<file path="src/hdl/mec_pkg.sv">
// ----------------------------------------------------------------------------
// mec_pkg: shared types and constants of the escape-time counter
// Field widths, configuration register indices, the point record passed
// from the front end to the iteration engine, and the 32-bit saturator.
// ----------------------------------------------------------------------------
`default_nettype none

package mec_pkg;

  localparam int COL_W   = 10;
  localparam int ROW_W   = 10;
  localparam int CNT_W   = 12;
  localparam int VAL_W   = 32;
  localparam int STEP_W  = 31;
  localparam int CFG_IDX_W = 3;
  localparam int CFG_DATA_W = 32;

  localparam logic [CFG_IDX_W-1:0] CFG_REAL_ORIGIN      = 3'd0;
  localparam logic [CFG_IDX_W-1:0] CFG_IMAG_ORIGIN      = 3'd1;
  localparam logic [CFG_IDX_W-1:0] CFG_REAL_STEP        = 3'd2;
  localparam logic [CFG_IDX_W-1:0] CFG_IMAG_STEP        = 3'd3;
  localparam logic [CFG_IDX_W-1:0] CFG_ITERATION_LIMIT  = 3'd4;
  localparam logic [CFG_IDX_W-1:0] CFG_ESCAPE_RADIUS_SQ = 3'd5;

  typedef struct packed {
    logic [COL_W-1:0]        column;
    logic [ROW_W-1:0]        row;
    logic signed [VAL_W-1:0] c_re;
    logic signed [VAL_W-1:0] c_im;
  } point_t;

  // clamp a wide signed value to the signed 32-bit range
  function automatic logic signed [VAL_W-1:0] sat32(input logic signed [63:0] v);
    logic signed [VAL_W-1:0] r;
    if (v > 64'sd2147483647) begin
      r = 32'sh7fffffff;
    end else if (v < -64'sd2147483648) begin
      r = 32'sh80000000;
    end else begin
      r = v[VAL_W-1:0];
    end
    return r;
  endfunction

endpackage

`default_nettype wire

</file>
<file path="src/hdl/mec_if.sv">
// ----------------------------------------------------------------------------
// mec_if: valid/ready channels of the escape-time counter
// mec_pix_if carries pixel positions in, mec_res_if carries counts out.
// ----------------------------------------------------------------------------
`default_nettype none

interface mec_pix_if;
  logic                      valid;
  logic                      ready;
  logic [mec_pkg::COL_W-1:0] column;
  logic [mec_pkg::ROW_W-1:0] row;

  modport source (output valid, output column, output row, input ready);
  modport sink   (input valid, input column, input row, output ready);
endinterface


`default_nettype wire

</file>
<file path="src/hdl/mec_front.sv">
// ----------------------------------------------------------------------------
// mec_front: pixel position to complex point
// Two-stage pipeline: multiply position by step, then add origin and
// saturate. Hands finished points to the queue.
// ----------------------------------------------------------------------------
`default_nettype none

module mec_front (
  input  wire logic                                 clk,
  input  wire logic                                 rst,
  mec_pix_if.sink                                   pixel,
  input  wire logic signed [mec_pkg::VAL_W-1:0]     real_origin,
  input  wire logic signed [mec_pkg::VAL_W-1:0]     imag_origin,
  input  wire logic        [mec_pkg::STEP_W-1:0]    real_step,
  input  wire logic        [mec_pkg::STEP_W-1:0]    imag_step,
  output logic                                      point_valid,
  input  wire logic                                 point_ready,
  output mec_pkg::point_t                           point
);

  localparam int PROD_W = mec_pkg::COL_W + mec_pkg::STEP_W;

  logic                      v1;
  logic [mec_pkg::COL_W-1:0] col1;
  logic [mec_pkg::ROW_W-1:0] row1;
  logic [PROD_W-1:0]         p_re;
  logic [PROD_W-1:0]         p_im;
  logic                      adv1;
  logic                      adv2;
  logic signed [63:0]        sum_re;
  logic signed [63:0]        sum_im;

  assign adv2        = !point_valid || point_ready;
  assign adv1        = !v1 || adv2;
  assign pixel.ready = adv1;

  assign sum_re = 64'(real_origin) + $signed(64'(p_re));
  assign sum_im = 64'(imag_origin) + $signed(64'(p_im));

  always_ff @(posedge clk) begin
    if (rst) begin
      v1          <= 1'b0;
      point_valid <= 1'b0;
    end else begin
      if (adv1) begin
        v1 <= pixel.valid;
      end
      if (adv2) begin
        point_valid <= v1;
      end
    end
    if (adv1) begin
      col1 <= pixel.column;
      row1 <= pixel.row;
      p_re <= PROD_W'(pixel.column) * PROD_W'(real_step);
      p_im <= PROD_W'(pixel.row) * PROD_W'(imag_step);
    end
    if (adv2) begin
      point.column <= col1;
      point.row    <= row1;
      point.c_re   <= mec_pkg::sat32(sum_re);
      point.c_im   <= mec_pkg::sat32(sum_im);
    end
  end

endmodule

`default_nettype wire

</file>
<file path="src/flat_wrapper.sv">
// flat-port wrapper written by rule: the top's interface ports become plain ports
module mec_front_flat 
  (clk, rst, real_origin, imag_origin, real_step, imag_step, point_valid, point_ready, point, pixel_valid, pixel_column, pixel_row, pixel_ready);
  mec_pix_if pixel_i ();
  input  wire logic clk;
  input  wire logic rst;
  input  wire logic signed [mec_pkg::VAL_W-1:0] real_origin;
  input  wire logic signed [mec_pkg::VAL_W-1:0] imag_origin;
  input  wire logic        [mec_pkg::STEP_W-1:0] real_step;
  input  wire logic        [mec_pkg::STEP_W-1:0] imag_step;
  output logic point_valid;
  input  wire logic point_ready;
  output mec_pkg::point_t point;
  input wire logic [$bits(pixel_i.valid)-1:0] pixel_valid;
  input wire logic [$bits(pixel_i.column)-1:0] pixel_column;
  input wire logic [$bits(pixel_i.row)-1:0] pixel_row;
  output wire logic [$bits(pixel_i.ready)-1:0] pixel_ready;
  assign pixel_i.valid = pixel_valid;
  assign pixel_i.column = pixel_column;
  assign pixel_i.row = pixel_row;
  assign pixel_ready = pixel_i.ready;
  mec_front u_core (.clk(clk), .rst(rst), .pixel(pixel_i), .real_origin(real_origin), .imag_origin(imag_origin), .real_step(real_step), .imag_step(imag_step), .point_valid(point_valid), .point_ready(point_ready), .point(point));
endmodule
</file>
<file path="config.mk">
export PLATFORM = sky130hd
export DESIGN_NAME = mec_front_flat
export DESIGN_NICKNAME = d
export VERILOG_FILES = /design/src/hdl/mec_pkg.sv /design/src/hdl/mec_if.sv /design/src/hdl/mec_front.sv /design/src/flat_wrapper.sv
export SDC_FILE = /design/constraint.sdc
export NUM_CORES = 2
export LEC_CHECK = 0
export ABC_AREA = 1
export BUFFER_PORTS_ARGS = -buffer_cell sky130_fd_sc_hd__buf_2
export CORE_MARGIN = 3
export CORE_UTILIZATION = 65
export CTS_CLUSTER_SIZE = 24
export DETAILED_ROUTE_END_ITERATION = 6
export GPL_TIMING_DRIVEN = 0
export PLACE_DENSITY = 0.88
export REMOVE_ABC_BUFFERS = 1
export SLEW_MARGIN = 10
export SYNTH_ARGS = -nofsm -noshare
export SYNTH_HDL_FRONTEND = slang
export SYNTH_SLANG_ARGS = --single-unit
</file>
<file path="constraint.sdc">
create_clock -name clk -period 12.02 [get_ports clk]
set_input_delay 0 -clock clk [delete_from_list [all_inputs] [get_ports clk]]
set_output_delay 0 -clock clk [all_outputs]
set_load 0.02 [all_outputs]
</file>
After elaboration in Yosys (flattened, before gate mapping) --
Cells that the tools add are included.
Word-level totals: register bits after elaboration 188, output and inout port bits 86, input bits 150, logic and storage cells 24
Cells by class: multiplexer cells 2, reduce and logical (&&, ||, !) cells 4, $lt $le $gt $ge 4, multipliers 2, add/sub/neg operators 2
Operators with widths (count):
- 64-bit by 32-bit greater-than comparator with 1-bit output, second input constant | 2
- 64-bit by 32-bit less-than comparator with 1-bit output, second input constant | 2
- 32-bit by 42-bit adder with 43-bit output | 2
- 10-bit by 31-bit multiplier with 41-bit output | 2
- 32-bit two-way mux | 2
- 1-bit logical NOT | 2
- 1-bit logical OR | 2

Logic depth before layout (Yosys ltp) --
depth in word-level cells 3, depth in mapped cells 24, gate-level depth less buffers 23

Worst setup path before layout --
No wires, ideal clock.
kind input-to-reg, start in imag_step[5] (netlist name), end reg u_core.p_im[31] (data pin), data required time 11.764 ns, setup time 0.256 ns, cell stages on the path 22, path buffers 1, data arrival time 4.735 ns, setup slack 7.029 ns, path through clkbuf_1 > nand2_1 > fa_1 > inv_1 > fa_1 > inv_1 > fa_1 > inv_1 > fa_1 > inv_1 > fa_1 > inv_1 > ha_1 > a21o_1 > a31oi_1 > o21ai_1 > a21boi_1 > o21bai_1 > a21boi_1 > nor2_1 > o21bai_1 > nand2_1
On the way: cells in the longest elaborated chain, start to end 1
RTL lines:
- from (decl) | line flat_wrapper.sv:10 | input wire logic [mec_pkg::STEP_W-1:0] imag_step;
- 10-bit by 31-bit multiplier with 41-bit output | line mec_front.sv:56 | p_im <= PROD_W'(pixel.row) * PROD_W'(imag_step);
- to (signal assigned) | line mec_front.sv:56
- to (decl) | line mec_front.sv:27 | logic [PROD_W-1:0] p_im;
Every way passes these cells. A chain may end at the register's enable or synchronous reset.

Worst setup path in the final report --
start in pixel_row[9], end reg u_core.p_im[31] (data pin)
On the way: cells in the longest elaborated chain, start to end 1
RTL lines:
- from (decl) | line flat_wrapper.sv:16 | input wire logic [$bits(pixel_i.row)-1:0] pixel_row;
- 10-bit by 31-bit multiplier with 41-bit output | line mec_front.sv:56
Every way passes these cells.

==> flow_metrics.py <==
metrics = {
    "placed_design": {
        "dp_cells": 5085,
        "dpl_cell_area_um2": 34100,
        "routabilityCongestion": 0.972,
        "numPortBuffers": 235,
        "dp_hpwl_um": 69300,
    },
    "min_path": {
        "hold_end": "u_core.p_im[0]",
        "min_path_type": "primary input to register",
        "worstHoldStart": "imag_step[0]",
        "hold_depth": 3,
    },
    "logic_synthesis": {
        "syn-instance-count": 4319,
        "ys_types": 45,
        "synth_edf_count": 186,
        "yosysTopAreaCellShare_pct": 28.4,
        "synth.top_cells.by_count": "1,360 x nand2_1, 1,022 x inv_1, 462 x fa_1, 236 x ha_1, 230 x nor2_1",
        "syn_avg_cell_area_um2": 7.54,
        "synth_area_leaders": "fa_1 28%, edfxtp_1 17%, nand2_1 16%, inv_1 12%, ha_1 9.1%",
        "yosysWarningCount": 0,
        "seq_area_frac_synth_pct": 17.3,
        "yosys_register_bits": 188,
        "syn_area_um2": 32600,
        "synth_flop_cell": "edfxtp_1",
        "synthMostInstantiatedCell": "nand2_1",
        "synthArstFlopShare_pct": 0,
        "yosysTopAreaCell": "fa_1",
    },
    "drt": {
        "postRouteAntennaNets": 0,
        "vias": 27900,
        "viasPerCell": 5.45,
        "drt_wl_total_um": 84300,
        "dr.pass1.iters": 6,
        "drc": 0,
        "drt_iter0_drc": 2587,
        "routedWlPerCell_um": 16.4,
    },
    "timing": {
        "slew_headroom_pct": 42.4,
        "rsz0062_at_grt": "no",
        "finalHoldViolCount": 0,
        "skew_ps": 12.1,
        "fin_setup_tns_ps": 0,
        "tightest_slew_ps": 865,
        "fin_crit_sh_pct": 45.7,
        "finalMaxSlewViolations": 0,
        "layout_min_cycle_time_ps": 5490,
        "max_freq_ghz": 0.182,
        "setup_viol": 0,
    },
    "clock_tree": {
        "root_buffer": "clkbuf_16",
        "h-tree-depth": 4,
        "clkTransAtPathRegs_ps": 80,
        "cts_buffers": 17,
        "clock_path_buffers": 2,
        "clock-sinks": 188,
        "cts_resized": 0,
        "insertion_delay_ps": 460,
        "cts_tree": "built",
    },
    "power": {
        "ir_drop_v": 0.000212,
        "leakage_nw": 20.1,
        "totalPowerFinal_w": 0.0104,
        "p_per_area_nw_per_um2": 301,
    },
    "grt": {
        "grt-ovfl-total": 0,
        "grt_pass1_vias": 27700,
        "antenna_found_initial": 2,
        "grt_first_pass_wirelength_um": 140000,
        "grt_max_degree": 57,
        "track_usage_pct": 33.0,
    },
    "critical_path": {
        "timing.critical_path.from": "pixel_row[9]",
        "worstPathMaxFanout": 32,
        "cp.required_ps": 12230,
        "crit_path_end_kind": "register",
        "rr_endpoint": "u_core.point[53]",
        "rr_worst_depth": 21,
        "rrSetupSlack_ps": 8480,
        "reg2reg_from": "u_core.p_re[0]",
        "critical_path_class": "primary input to register",
        "startpoint_type": "primary input",
        "crit_arrival_ps": 5700,
    },
    "floorplan": {
        "initial_core_util_pct": 66.1,
        "rows": 81,
        "die_w_um": 230,
        "dieArea_um2": 52800,
        "die_h_um": 230,
        "ios": 236,
        "core_um2": 49300,
    },
    "outcome": {
        "status": "completed",
    },
    "finish": {
        "finalNonFillerCells": 5124,
        "fin_nets": 5293,
        "area_delta_synth_final_pct": 6.58,
        "fillers": 3995,
        "fin_area_um2": 34700,
        "layout-drive-gt1-share_pct": 7.22,
    },
    "job": {
        "maxCapViolations": 0,
    },
}
stage by stage:
| stage | hold WS, ps | worst slack (ps) | utilization [%] |
|---|---|---|---|
| 6_report | 28.2 | 6530 | 70.5 |
| 5_1_grt | 40.1 | 6220 | 70.5 |
| 4_1_cts | 0.179 | 6640 | 70.5 |
| 3_5_place_dp | 178 | 6170 | 69.2 |
| 3_3_place_gp | 179 | 6240 | 69.0 |
| 2_1_floorplan | 69.1 | 7350 | - |
worst max path at each step:
stage / endpoint / slack, ps / cells past startpoint
after floorplan: u_core.p_im[31] / 7350 / 21
after global placement: u_core.p_im[31] / 6240 / 22
after detailed placement: u_core.p_im[31] / 6170 / 22
after CTS: u_core.p_im[31] / 6640 / 22
after global routing: u_core.p_im[31] / 6220 / 22
final: u_core.p_im[31] / 6530 / 22
placed cells by master, fill, tap and decap left out, types with 4 or more instances in the layout:
cell type / n
nand2_1: 1359
inv_1: 1022
fa_1: 462
ha_1: 236
buf_2: 235
nor2_1: 230
edfxtp_1: 186
a21oi_1: 170
nand3_1: 87
xor2_1: 83
o21ai_0: 76
xnor2_1: 53
a31oi_1: 34
nand4_1: 26
o21bai_1: 21
nor2_2: 18
nor3_1: 17
clkbuf_16: 17
a21o_1: 16
o21a_1: 11
nand2_2: 10
nand3_2: 7
o21ai_1: 5
o211ai_1: 5
nor4_1: 5
inv_2: 5
dlygate4sd3_1: 5
and3_1: 4
o221ai_1: 4
nand3b_1: 4
inv_8: 4
worst max-delay path: stages:
cell      delay (ps)
buf_2            650
nand2_1          180
fa_1             540
fa_1             540
inv_1             60
fa_1             500
fa_1             540
inv_1             60
fa_1             540
inv_1             40
ha_1             360
nand2_1          120
nor2_1           220
inv_1             60
o21ai_1          270
a21boi_1         180
o21bai_1         280
a21boi_1         140
nor2_1           170
nor2_1            60
nand2_1           70
nand2_1           70
metal layers:
metal  global-route usage (%)  share of wire, %  vias to the layer above
li1                         -                 -                    13200
met1                     49.2                44                    13100
met2                     50.3                43                     1485
met3                     5.29                10                      178
met4                     9.82               2.6                        0
met5                        0                 0                        -
cell type report:
cell class	instances	area (um^2)	share of cell area (%)
Multi-Input combinational cell	2969	22500	64.9
Sequential cell	188	5630	16.2
Inverter	1027	3850	11.1
Timing Repair Buffer	242	1280	3.69
Tap cell	664	831	2.39
Clock buffer	17	425	1.23
Clock inverter	15	179	0.515
Antenna cell	2	5.00	0.0144
sequential cells by signal (all words and copies together) (netlist names):
signal              cells
u_core.v1               1
u_core.p_im            41
u_core.col1            10
u_core.p_re            41
u_core.point           84
u_core.point_valid      1
u_core.row1            10
power by group:
group	switching [W]	internal, W
sequential	0.000102	0.00134
combinational	0.00544	0.00300
clock	0.000262	0.000297
total	0.00580	0.00464
logic make-up (layout without fill, tap and decap cells):
group | Yosys count | in the layout | synth area share [%]
buf+inv | 1162 | 1301 | 13.7
compound gates | 360 | 360 | 6.33
flops | 188 | 188 | 17.3
fa+ha+maj | 698 | 698 | 37.5
xor+xnor | 137 | 137 | 3.71
simple gates | 1774 | 1774 | 21.6
other cells | 0 | 2 | 0
repair_timing:
item | 4_1_cts | 5_1_grt
hold buffers | 5 | 0
hold endpoints to repair | 5 | 0
setup buffers | 0 | 0
setup endpoints to repair | 0 | 0
Power figures use the tool's default switching activity.
