--- config.mk ---
export PLATFORM = sky130hd
export DESIGN_NAME = mec_queue
export DESIGN_NICKNAME = d
export VERILOG_FILES = /design/src/hdl/mec_pkg.sv /design/src/hdl/mec_queue.sv
export SDC_FILE = /design/constraint.sdc
export NUM_CORES = 1
export LEC_CHECK = 0
export BUFFER_PORTS_ARGS = -buffer_cell sky130_fd_sc_hd__buf_2
export CAP_MARGIN = 20
export CORE_ASPECT_RATIO = 0.7
export CORE_UTILIZATION = 55
export DETAILED_ROUTE_END_ITERATION = 7
export PLACE_DENSITY = 0.86
export REMOVE_ABC_BUFFERS = 1
export SYNTH_ARGS = -nofsm -noshare
export SYNTH_HDL_FRONTEND = slang
export SYNTH_SLANG_ARGS = --single-unit
--- constraint.sdc ---
create_clock -name clk -period 2.9 [get_ports clk]
set_input_delay 0.58 -clock clk [delete_from_list [all_inputs] [get_ports clk]]
set_output_delay 0.58 -clock clk [all_outputs]
set_load 0.02 [all_outputs]
--- src/hdl/mec_pkg.sv ---
// ----------------------------------------------------------------------------
// mec_pkg: shared types and constants of the escape-time counter
// Field widths, configuration register indices, the point record passed
// from the front end to the iteration engine, and the 32-bit saturator.
// ----------------------------------------------------------------------------
`default_nettype none

package mec_pkg;

  localparam int COL_W   = 10;
  localparam int ROW_W   = 10;
  localparam int CNT_W   = 12;
  localparam int VAL_W   = 32;
  localparam int STEP_W  = 31;
  localparam int CFG_IDX_W = 3;
  localparam int CFG_DATA_W = 32;

  localparam logic [CFG_IDX_W-1:0] CFG_REAL_ORIGIN      = 3'd0;
  localparam logic [CFG_IDX_W-1:0] CFG_IMAG_ORIGIN      = 3'd1;
  localparam logic [CFG_IDX_W-1:0] CFG_REAL_STEP        = 3'd2;
  localparam logic [CFG_IDX_W-1:0] CFG_IMAG_STEP        = 3'd3;
  localparam logic [CFG_IDX_W-1:0] CFG_ITERATION_LIMIT  = 3'd4;
  localparam logic [CFG_IDX_W-1:0] CFG_ESCAPE_RADIUS_SQ = 3'd5;

  typedef struct packed {
    logic [COL_W-1:0]        column;
    logic [ROW_W-1:0]        row;
    logic signed [VAL_W-1:0] c_re;
    logic signed [VAL_W-1:0] c_im;
  } point_t;

  // clamp a wide signed value to the signed 32-bit range
  function automatic logic signed [VAL_W-1:0] sat32(input logic signed [63:0] v);
    logic signed [VAL_W-1:0] r;
    if (v > 64'sd2147483647) begin
      r = 32'sh7fffffff;
    end else if (v < -64'sd2147483648) begin
      r = 32'sh80000000;
    end else begin
      r = v[VAL_W-1:0];
    end
    return r;
  endfunction

endpackage

`default_nettype wire

--- src/hdl/mec_queue.sv ---
// ----------------------------------------------------------------------------
// mec_queue: short point queue
// Decouples the front end from the iteration engine so either may stall.
// ----------------------------------------------------------------------------
`default_nettype none

module mec_queue #(
  parameter int DEPTH = 4
) (
  input  wire logic            clk,
  input  wire logic            rst,
  input  wire logic            in_valid,
  output logic                 in_ready,
  input  wire mec_pkg::point_t in_data,
  output logic                 out_valid,
  input  wire logic            out_ready,
  output mec_pkg::point_t      out_data
);

  localparam int PTR_W = (DEPTH > 1) ? $clog2(DEPTH) : 1;
  localparam int CNT_W = $clog2(DEPTH + 1);
  localparam logic [PTR_W-1:0] LAST = PTR_W'(DEPTH - 1);
  localparam logic [CNT_W-1:0] FULL = CNT_W'(DEPTH);

  mec_pkg::point_t   entries [DEPTH];
  logic [PTR_W-1:0]  wr_ptr;
  logic [PTR_W-1:0]  rd_ptr;
  logic [CNT_W-1:0]  fill;
  logic              push;
  logic              pop;

  assign in_ready  = (fill != FULL);
  assign out_valid = (fill != '0);
  assign out_data  = entries[rd_ptr];
  assign push      = in_valid && in_ready;
  assign pop       = out_valid && out_ready;

  always_ff @(posedge clk) begin
    if (rst) begin
      wr_ptr <= '0;
      rd_ptr <= '0;
      fill   <= '0;
    end else begin
      if (push) begin
        wr_ptr <= (wr_ptr == LAST) ? '0 : wr_ptr + PTR_W'(1);
      end
      if (pop) begin
        rd_ptr <= (rd_ptr == LAST) ? '0 : rd_ptr + PTR_W'(1);
      end
      if (push && !pop) begin
        fill <= fill + CNT_W'(1);
      end else if (pop && !push) begin
        fill <= fill - CNT_W'(1);
      end
    end
    if (push) begin
      entries[wr_ptr] <= in_data;
    end
  end

endmodule

`default_nettype wire

# Yosys cells after proc, flatten, opt, wreduce, memory -nomap -nowiden
# Memories as Yosys holds them, arrays and structs flattened. A register that Yosys moved wholly into a read port is not among the register bits.
# Cells that the tools add are included.
[word_totals]
ram_bits = 336
mem_count = 1
ff_bits = 7
inputBits = 88
[classes]
eq_ne = 3
mux = 8
addsub = 4
reduce_logical = 8
[mem_list]
columns = ["memory", "depth", "word_bits", "read_ports", "rd_ports_with_merged_regs", "write_ports", "line", "rtl"]
rows = [
  ["entries", 4, 84, 1, 1, 1, "mec_queue.sv:25", "mec_pkg::point_t entries [DEPTH];"],
]
[op_table]
columns = ["op", "count"]
rows = [
  ["2-to-1 mux 2 bit", 4],
  ["2-to-1 mux 3 bit", 2],
  ["adder 2 x 1 -> 2 bit, second input constant", 2],
  ["equality test 2 bit, second input constant", 2],
  ["logical AND 1 bit", 4],
  ["adder 3 x 1 -> 3 bit, second input constant", 1],
  ["!= test 3 bit, second input constant", 1],
  ["nonzero test 3 bit", 1],
  ["subtractor 3 x 1 -> 3 bit, second input constant", 1],
  ["logical NOT 1 bit", 2],
  ["2-to-1 mux 1 bit", 2],
  ["nonzero test 2 bit", 1],
]

# Logic depth before layout (Yosys ltp)
# Gate-level depths: netlist of the first run.
[depth]
ltp_word = 6
mapped_depth = 9
depth_no_buf = 8

# Worst setup path after synthesis of the first run
# OpenSTA, ideal clock, no wires.
[synth_timing]
path_kind = "reg2reg"
from = "register fill[0]"
to = "memory entries[0][0] in the netlist's numbering (enable)"
path_buffers = 1
setup_ps = 405
required_ps = 2495
arrival_time_ps = 1790
slack_ps = 706
stages_incl_launch_ff = 4
path_cell_list = "dfxtp_1 > or3b_1 > buf_6 > and3_2"
[synth_between]
elab_chain_cells = 4
[synth_rtl]
columns = ["item", "line", "rtl"]
rows = [
  ["start: declaration", "mec_queue.sv:28", "logic [CNT_W-1:0] fill;"],
  ["start signal: assignment", "mec_queue.sv:51", "fill <= fill + CNT_W'(1);"],
  ["start signal: assignment", "mec_queue.sv:53", "fill <= fill - CNT_W'(1);"],
  ["!= test 3 bit", "mec_queue.sv:32", "assign in_ready = (fill != FULL);"],
  ["net in_ready", "mec_queue.sv:13", "output logic in_ready,"],
  ["logical AND 1 bit", "mec_queue.sv:35", "assign push = in_valid && in_ready;"],
  ["2-to-1 mux 1 bit", "mec_queue.sv:56", "if (push) begin"],
  ["2-to-1 mux 1 bit (implied by the code)", "mec_queue.sv:57", "entries[wr_ptr] <= in_data;"],
  ["end: declaration", "mec_queue.sv:25", ""],
]
# The timed path passes the listed nets, and every way through them passes these cells.

==> run metrics, run 1 <==
endpoints failing hold 0; final wirelength between 20,000 and 25,000 um; share of cells above drive strength 1 0.456; clock transition at the registers of the reported paths 0.06 ns; FF-to-FF path depth 7; mapped cell area 12,600 um^2; Avg Cell Area, Syn 25.9 um^2; Total Routing Usage GR 0.203; First DRT Iteration DRCs between 400 and 500; library cells used by synthesis 25; # clock sinks 345; root buffer cell clkbuf_16; Clock Tree Buf Depth 3; non-filler instance count after layout 1,024; LEAKAGE 4.98 nW; RSZ-0062 raised after global routing false; global-route wire length before repair approximately 35,000 um; Max IR drop VDD 0.559 mV; P per Cell Area 869 nW/um^2; HP Start in_data[28]; Final ANT Viol Nets 0; Final Wtd Congestion 0.758; # rows 45; post_cts resized 0; largest net degree at the start of global routing 85; clock latency at the later pin of the worst-skew pair 0.54 ns; grt met2 use 0.335; WL/cell 22.5 um; vias in the first global route just over 6,000; kind of critical path flop to output pin; Vias 5,770; commonest cells after routing, fill and taps aside edfxtp_1, buf_2, mux4_2, clkbuf_16; CP endpoint kind output pin; fmax 0.365 GHz; Die Y 129 um; cell taking the most area after synthesis edfxtp_1; detailed-route DRC error count 0; number of hold buffers added after CTS 0; actual slew at the worst max-slew pin about 0.56 ns; GR peak layer met2; status completed; hold worst-path end entries[2][28]; htree depth 1; total setup buffers inserted after CTS 0; Final Setup Violations 0; number of cells on the worst hold path 1; max-capacitance violation count 0; critical path required time 2.32 ns; largest cells by area after synthesis edfxtp_1, mux4_2, dfxtp_1; post-synthesis instance total roughly 490; initial antenna violation count 6; Top Ports 174; Die Span X 183 um; Reg2Reg Setup Slack 0.40 ns; Layout Skew 0.0184 ns; Area Overhead vs Synth 18.3%; worst slack, placed 0.431 ns; Max Slew Vio Count 0; GRT met3 Usage 0.0693; Worst Hold Class input port to flop; CP Max Fanout 32; most common cell after layout, fill and taps aside edfxtp_1; register bit total from synthesis 345; number of CTS-inserted buffers 31; core box area 22,100 um^2; placed insts 959; Crit path arrival time 2.16 ns; 1st-pass router iterations 4; vias per cell 5.63; final worst slack between 0.15 and 0.2 ns; Seq/Total Area, Yosys 0.815; Initial Util 0.571; nets@finish slightly below 800; final core occ 0.675; Warnings, synthesis 0; Max-slew headroom 0.621; worst hold margin ~0.25 ns; port bufs 173; Critical R2R Launch fill[0]; GRT overflow 0; reg-to-reg endpoint fill[2]; final worst-path cycle share 0.945; Global Route met1 Usage 0.262; HPWL after DPL 14,200 um; min cycle time layout 2.74 ns; crit start category flop; setup TNS 0 ns; CTS tree built; die area 23,500 um^2; share of the synthesized area in the top cell type 0.801
worst max-delay path: stages, from the launching register on:
cell and delay, ns:
dfxtp_4 0.54, buf_12 0.31, mux4_2 0.57, buf_2 0.18
state kept, by name, summed over array words and instances (netlist names), named ones only:
signal,flops
entries,336
rd_ptr,2
wr_ptr,2
fill,3
power breakdown:
group	internal [mW]	leakage (nW)	total [mW]	switching, mW
registers	6.04	3.15	6.21	0.174
logic	1.23	1.37	2.94	1.71
clock network	2.14	0.458	3.80	1.66
cell usage after synthesis (all sizes together):
| library cell | n |
|---|---|
| nand2b | 2 |
| fa | 1 |
| clkbuf | 4 |
| nor2 | 3 |
| nand2 | 1 |
| mux2i | 3 |
| edfxtp | 336 |
| nand3 | 1 |
| ha | 6 |
| and3 | 4 |
| o31ai | 2 |
| mux4 | 84 |
| or3 | 3 |
| o21ai | 1 |
| and2 | 1 |
| inv | 3 |
| nor3 | 1 |
| or3b | 1 |
| xor2 | 2 |
| a21oi | 2 |
| buf | 16 |
| dfxtp | 9 |
area by class of cell:
class | instances | area, um^2
Fill cell | 1356 | 7170
Inverter | 3 | 11.3
Tap cell | 305 | 382
Clock buffer | 39 | 806
Antenna cell | 8 | 20.0
Sequential cell | 345 | 10300
Clock inverter | 18 | 136
Multi-Input combinational cell | 118 | 2190
Timing Repair Buffer | 188 | 1080
worst max-delay path by stage:
stage / from / to / slack [ns]
final: flop / out_data[54] / 0.16
after global routing: flop / out_data[64] / 0.01
after CTS: flop / out_data[64] / 0.09
after detailed placement: fill[0] / fill[2] / 0.43
after global placement: out_ready / fill[2] / 0.62
after floorplan: flop / out_data[0] / -1.93
routing by layer:
metal  part of all wire  vias to the layer above
met5             0.0011                        -
met4              0.023                        4
met3              0.091                       42
met2               0.48                      199
met1               0.40                     3017
li1                   -                     2508
cell families after synthesis:
logic type	Yosys count	share of synthesized area
AO/OA/AOI/OAI	5	0.00278
XOR/XNOR	2	0.00139
buffers and inverters	23	0.0119
adder cells (fa/ha/maj)	7	0.00755
multiplexers	87	0.153
flip-flops	345	0.815
AND/OR/NAND/NOR	17	0.00844
metrics by stage:
step           instance area (um^2)  total power [mW]
4_1_cts                       14900              13.1
5_1_grt                       14900              13.5
3_5_place_dp                  13900              9.29
6_report                      14900              12.9
2_1_floorplan                 12500              8.27
3_3_place_gp                  13900              9.17
Note: power is estimated with default switching activity, not from simulation.
==> run 2, diff against run 1 <==
--- a/config.mk
+++ b/config.mk
@@ -5,12 +5,13 @@
 export SDC_FILE = /design/constraint.sdc
 export NUM_CORES = 1
 export LEC_CHECK = 0
+export ABC_AREA = 1
 export BUFFER_PORTS_ARGS = -buffer_cell sky130_fd_sc_hd__buf_2
 export CAP_MARGIN = 20
 export CORE_ASPECT_RATIO = 0.7
 export CORE_UTILIZATION = 55
 export DETAILED_ROUTE_END_ITERATION = 7
-export PLACE_DENSITY = 0.86
+export PLACE_DENSITY = 0.85
 export REMOVE_ABC_BUFFERS = 1
 export SYNTH_ARGS = -nofsm -noshare
 export SYNTH_HDL_FRONTEND = slang
==> run metrics, run 2 <==
port bufs 173 (unchanged); final core occ 0.660 (was 0.675); nets@finish 1,147 (was 782); Clock Tree Buf Depth 3 (unchanged); worst slack, placed 0.617 ns (was 0.431 ns); mapped cell area 13,600 um^2 (was 12,600 um^2); GRT overflow 0 (unchanged); Final ANT Viol Nets 0 (unchanged); setup TNS 0 ns (unchanged); non-filler instance count after layout 1,398 (was 1,024); largest cells by area after synthesis edfxtp_1, o21ai_0, nor2_1 (was edfxtp_1, mux4_2, dfxtp_1); Top Ports 174 (unchanged); FILL cells 1,626 (was 1,356); actual slew at the worst max-slew pin 0.528 ns (was 0.564 ns); First DRT Iteration DRCs 723 (was 452); largest net degree at the start of global routing 93 (was 85); # clock sinks 345 (unchanged); initial antenna violation count 5 (was 6); number of cells on the worst hold path 2 (was 1); CP endpoint kind output pin (unchanged); Avg Cell Area, Syn 15.4 um^2 (was 25.9 um^2); global-route wire length before repair 41,900 um (was 35,200 um); root buffer cell clkbuf_16 (unchanged); final worst slack 0.146 ns (was 0.161 ns); Die Y 133 um (was 129 um); Die Span X 190 um (was 183 um); fmax 0.363 GHz (was 0.365 GHz); min cycle time layout 2.75 ns (was 2.74 ns); max FFs per register 336 (unchanged); EDFF count, synth 336 (unchanged); kind of critical path flop to output pin (unchanged); largest registers entries: 336 flops, fill: 3 flops (unchanged); Layout Skew 0.0185 ns (was 0.0184 ns); WL/cell 19.6 um (was 22.5 um); design area 15,800 um^2 (was 14,900 um^2); LEAKAGE 5.49 nW (was 4.98 nW); 1st-pass router iterations 4 (unchanged); Max IR drop VDD 0.852 mV (was 0.559 mV); FF-to-FF path depth 9 (was 7); vias per cell 5.65 (was 5.63); CP top delay family buffers and inverters (was multiplexers); clock latency at the later pin of the worst-skew pair 0.55 ns (was 0.54 ns); library cells used by synthesis 25 (unchanged); detailed-route DRC error count 0 (unchanged); most frequent cells after synthesis edfxtp_1, nor2_1, o21ai_0 (was edfxtp_1, mux4_2, buf_2, dfxtp_1, buf_6); slowest CP cell dfxtp_2 (was mux4_2); P per Cell Area 959 nW/um^2 (was 869 nW/um^2); share of cells above drive strength 1 0.319 (was 0.456); die area 25,300 um^2 (was 23,500 um^2); vias in the first global route 7,622 (was 6,155); FF+latch area 10,300 um^2 (about the same); crit start category flop (unchanged); main flop type after synthesis edfxtp_1 (unchanged); Vias 7,904 (was 5,770); crit-path max cell delay 0.58 ns (was 0.57 ns); Multi-input gate area 2900 um^2 (was 2190 um^2); Post-synth ARST share 0 (unchanged); Area Overhead vs Synth 16.4% (was 18.3%); CP Max Fanout 26 (was 32); Post-DP Area 14,800 um^2 (was 13,900 um^2); Warnings, synthesis 0 (unchanged); Critical Path Stages 4 (was 3); worst-path cell chain buf_4 -> o21ai_0 -> o22ai_1 -> buf_2 (was buf_12 -> mux4_2 -> buf_2); Worst Hold Class input port to flop (unchanged); share of the synthesized area in the top cell type 0.743 (was 0.801); Max-slew headroom 0.648 (was 0.621); final worst-path cycle share 0.950 (was 0.945); Final Setup Violations 0 (unchanged); Crit path arrival time 2.17 ns (was 2.16 ns); core box area 23,900 um^2 (was 22,100 um^2); htree depth 1 (unchanged); Seq/Total Area, Yosys 0.757 (was 0.815); worst path buffer plus inverter count 2 (unchanged); cell taking the most area after synthesis edfxtp_1 (unchanged); CTS tree built (unchanged); Max Slew Vio Count 0 (unchanged); Initial Util 0.567 (was 0.571); count leader, synth edfxtp_1 (unchanged); max-capacitance violation count 0 (unchanged); # rows 47 (was 45); register bit total from synthesis 345 (unchanged); final wirelength 27,400 um (was 23,000 um); critical path required time 2.32 ns (about the same); Total Routing Usage GR 0.214 (was 0.203); number of CTS-inserted buffers 31 (unchanged); clock transition at the registers of the reported paths 0.06 ns (about the same); Most flops, register entries (unchanged); commonest cells after routing, fill and taps aside edfxtp_1, buf_2, nor2_1, o21ai_0 (was edfxtp_1, buf_2, mux4_2, clkbuf_16); HPWL after DPL 16,100 um (was 14,200 um); Final Wtd Congestion 0.748 (was 0.758); status completed (unchanged); post-synthesis instance total 881 (was 486); RSZ-0062 raised after global routing false (unchanged); most common cell after layout, fill and taps aside edfxtp_1 (unchanged); endpoints failing hold 0 (unchanged); placed insts 1,336 (was 959)
==> run 2: cell count changes in the layout (fill, tap and decap cells not counted), sizes merged, moves of 4 or more <==
cell / change
inv: +14
nand2: +13
o21ai: +168
and3: -4
o22ai: +84
mux4: -84
diode: -5
buf: +4
nor2: +182
==> run 2: cell families after synthesis <==
| group | Yosys count | synth area share |
|---|---|---|
| DFF | 345 | 0.757 |
| AOI/OAI and AO/OA | 255 | 0.125 |
| and+or+nand+nor | 203 | 0.0791 |
| buffers and inverters | 70 | 0.0321 |
| adders and majority gates | 7 | 0.00701 |
| xor gates and xnor gates | 1 | 0.000645 |
==> run 2: path summary, 6_finish.rpt <==
check,start,slack [ns],endpoint
worst max-delay path,flop,0.15,out_data[36]
worst min-delay path,rst,0.20,fill[0]
worst max register to register,fill[1],0.73,fill[1]
worst min register to register,rd_ptr[1],0.54,flop
==> run 2: worst reg2reg max path, cell delays in order (launching register included) <==
cell and delay, ns:
dfxtp_1 0.34, nor2_1 0.14, nand2_1 0.14, nand2_1 0.39, inv_1 0.09, ha_1 0.23, inv_1 0.09, fa_1 0.40
o21ai_0 0.17, nor2_1 0.06
==> run 2: through the flow <==
stage	hold slack, ns	power (mW)
2_1_floorplan	0.483	9.55
3_3_place_gp	0.510	11.1
3_5_place_dp	0.521	11.3
4_1_cts	0.172	15.2
5_1_grt	0.184	15.8
6_report	0.202	15.2
==> run 2: where the power goes <==
| part | switching [mW] | leakage (nW) | internal, mW |
|---|---|---|---|
| combinational | 3.37 | 1.84 | 1.54 |
| sequential | 0.218 | 3.15 | 6.08 |
| clock | 1.70 | 0.492 | 2.25 |
==> run 2: per-layer routing <==
layer | global-route usage | part of all wire
met1 | 0.303 | 0.43
met2 | 0.337 | 0.46
met3 | 0.0558 | 0.089
met4 | 0.0470 | 0.015
met5 | 0 | 0.00084
==> run 2: layout make-up <==
class / count / area share
Sequential cell: 345 / 0.650
Multi-Input combinational cell: 466 / 0.183
Timing Repair Buffer: 192 / 0.0732
Clock buffer: 42 / 0.0542
Tap cell: 318 / 0.0252
Clock inverter: 16 / 0.00863
Inverter: 16 / 0.00483
Antenna cell: 3 / 0.000475
==> run 2: timing repair <==
action                     CTS  global route
hold buffers                 0             0
gates resized for setup      1             3
setup endpoints to repair    1            25
setup buffers                0             1
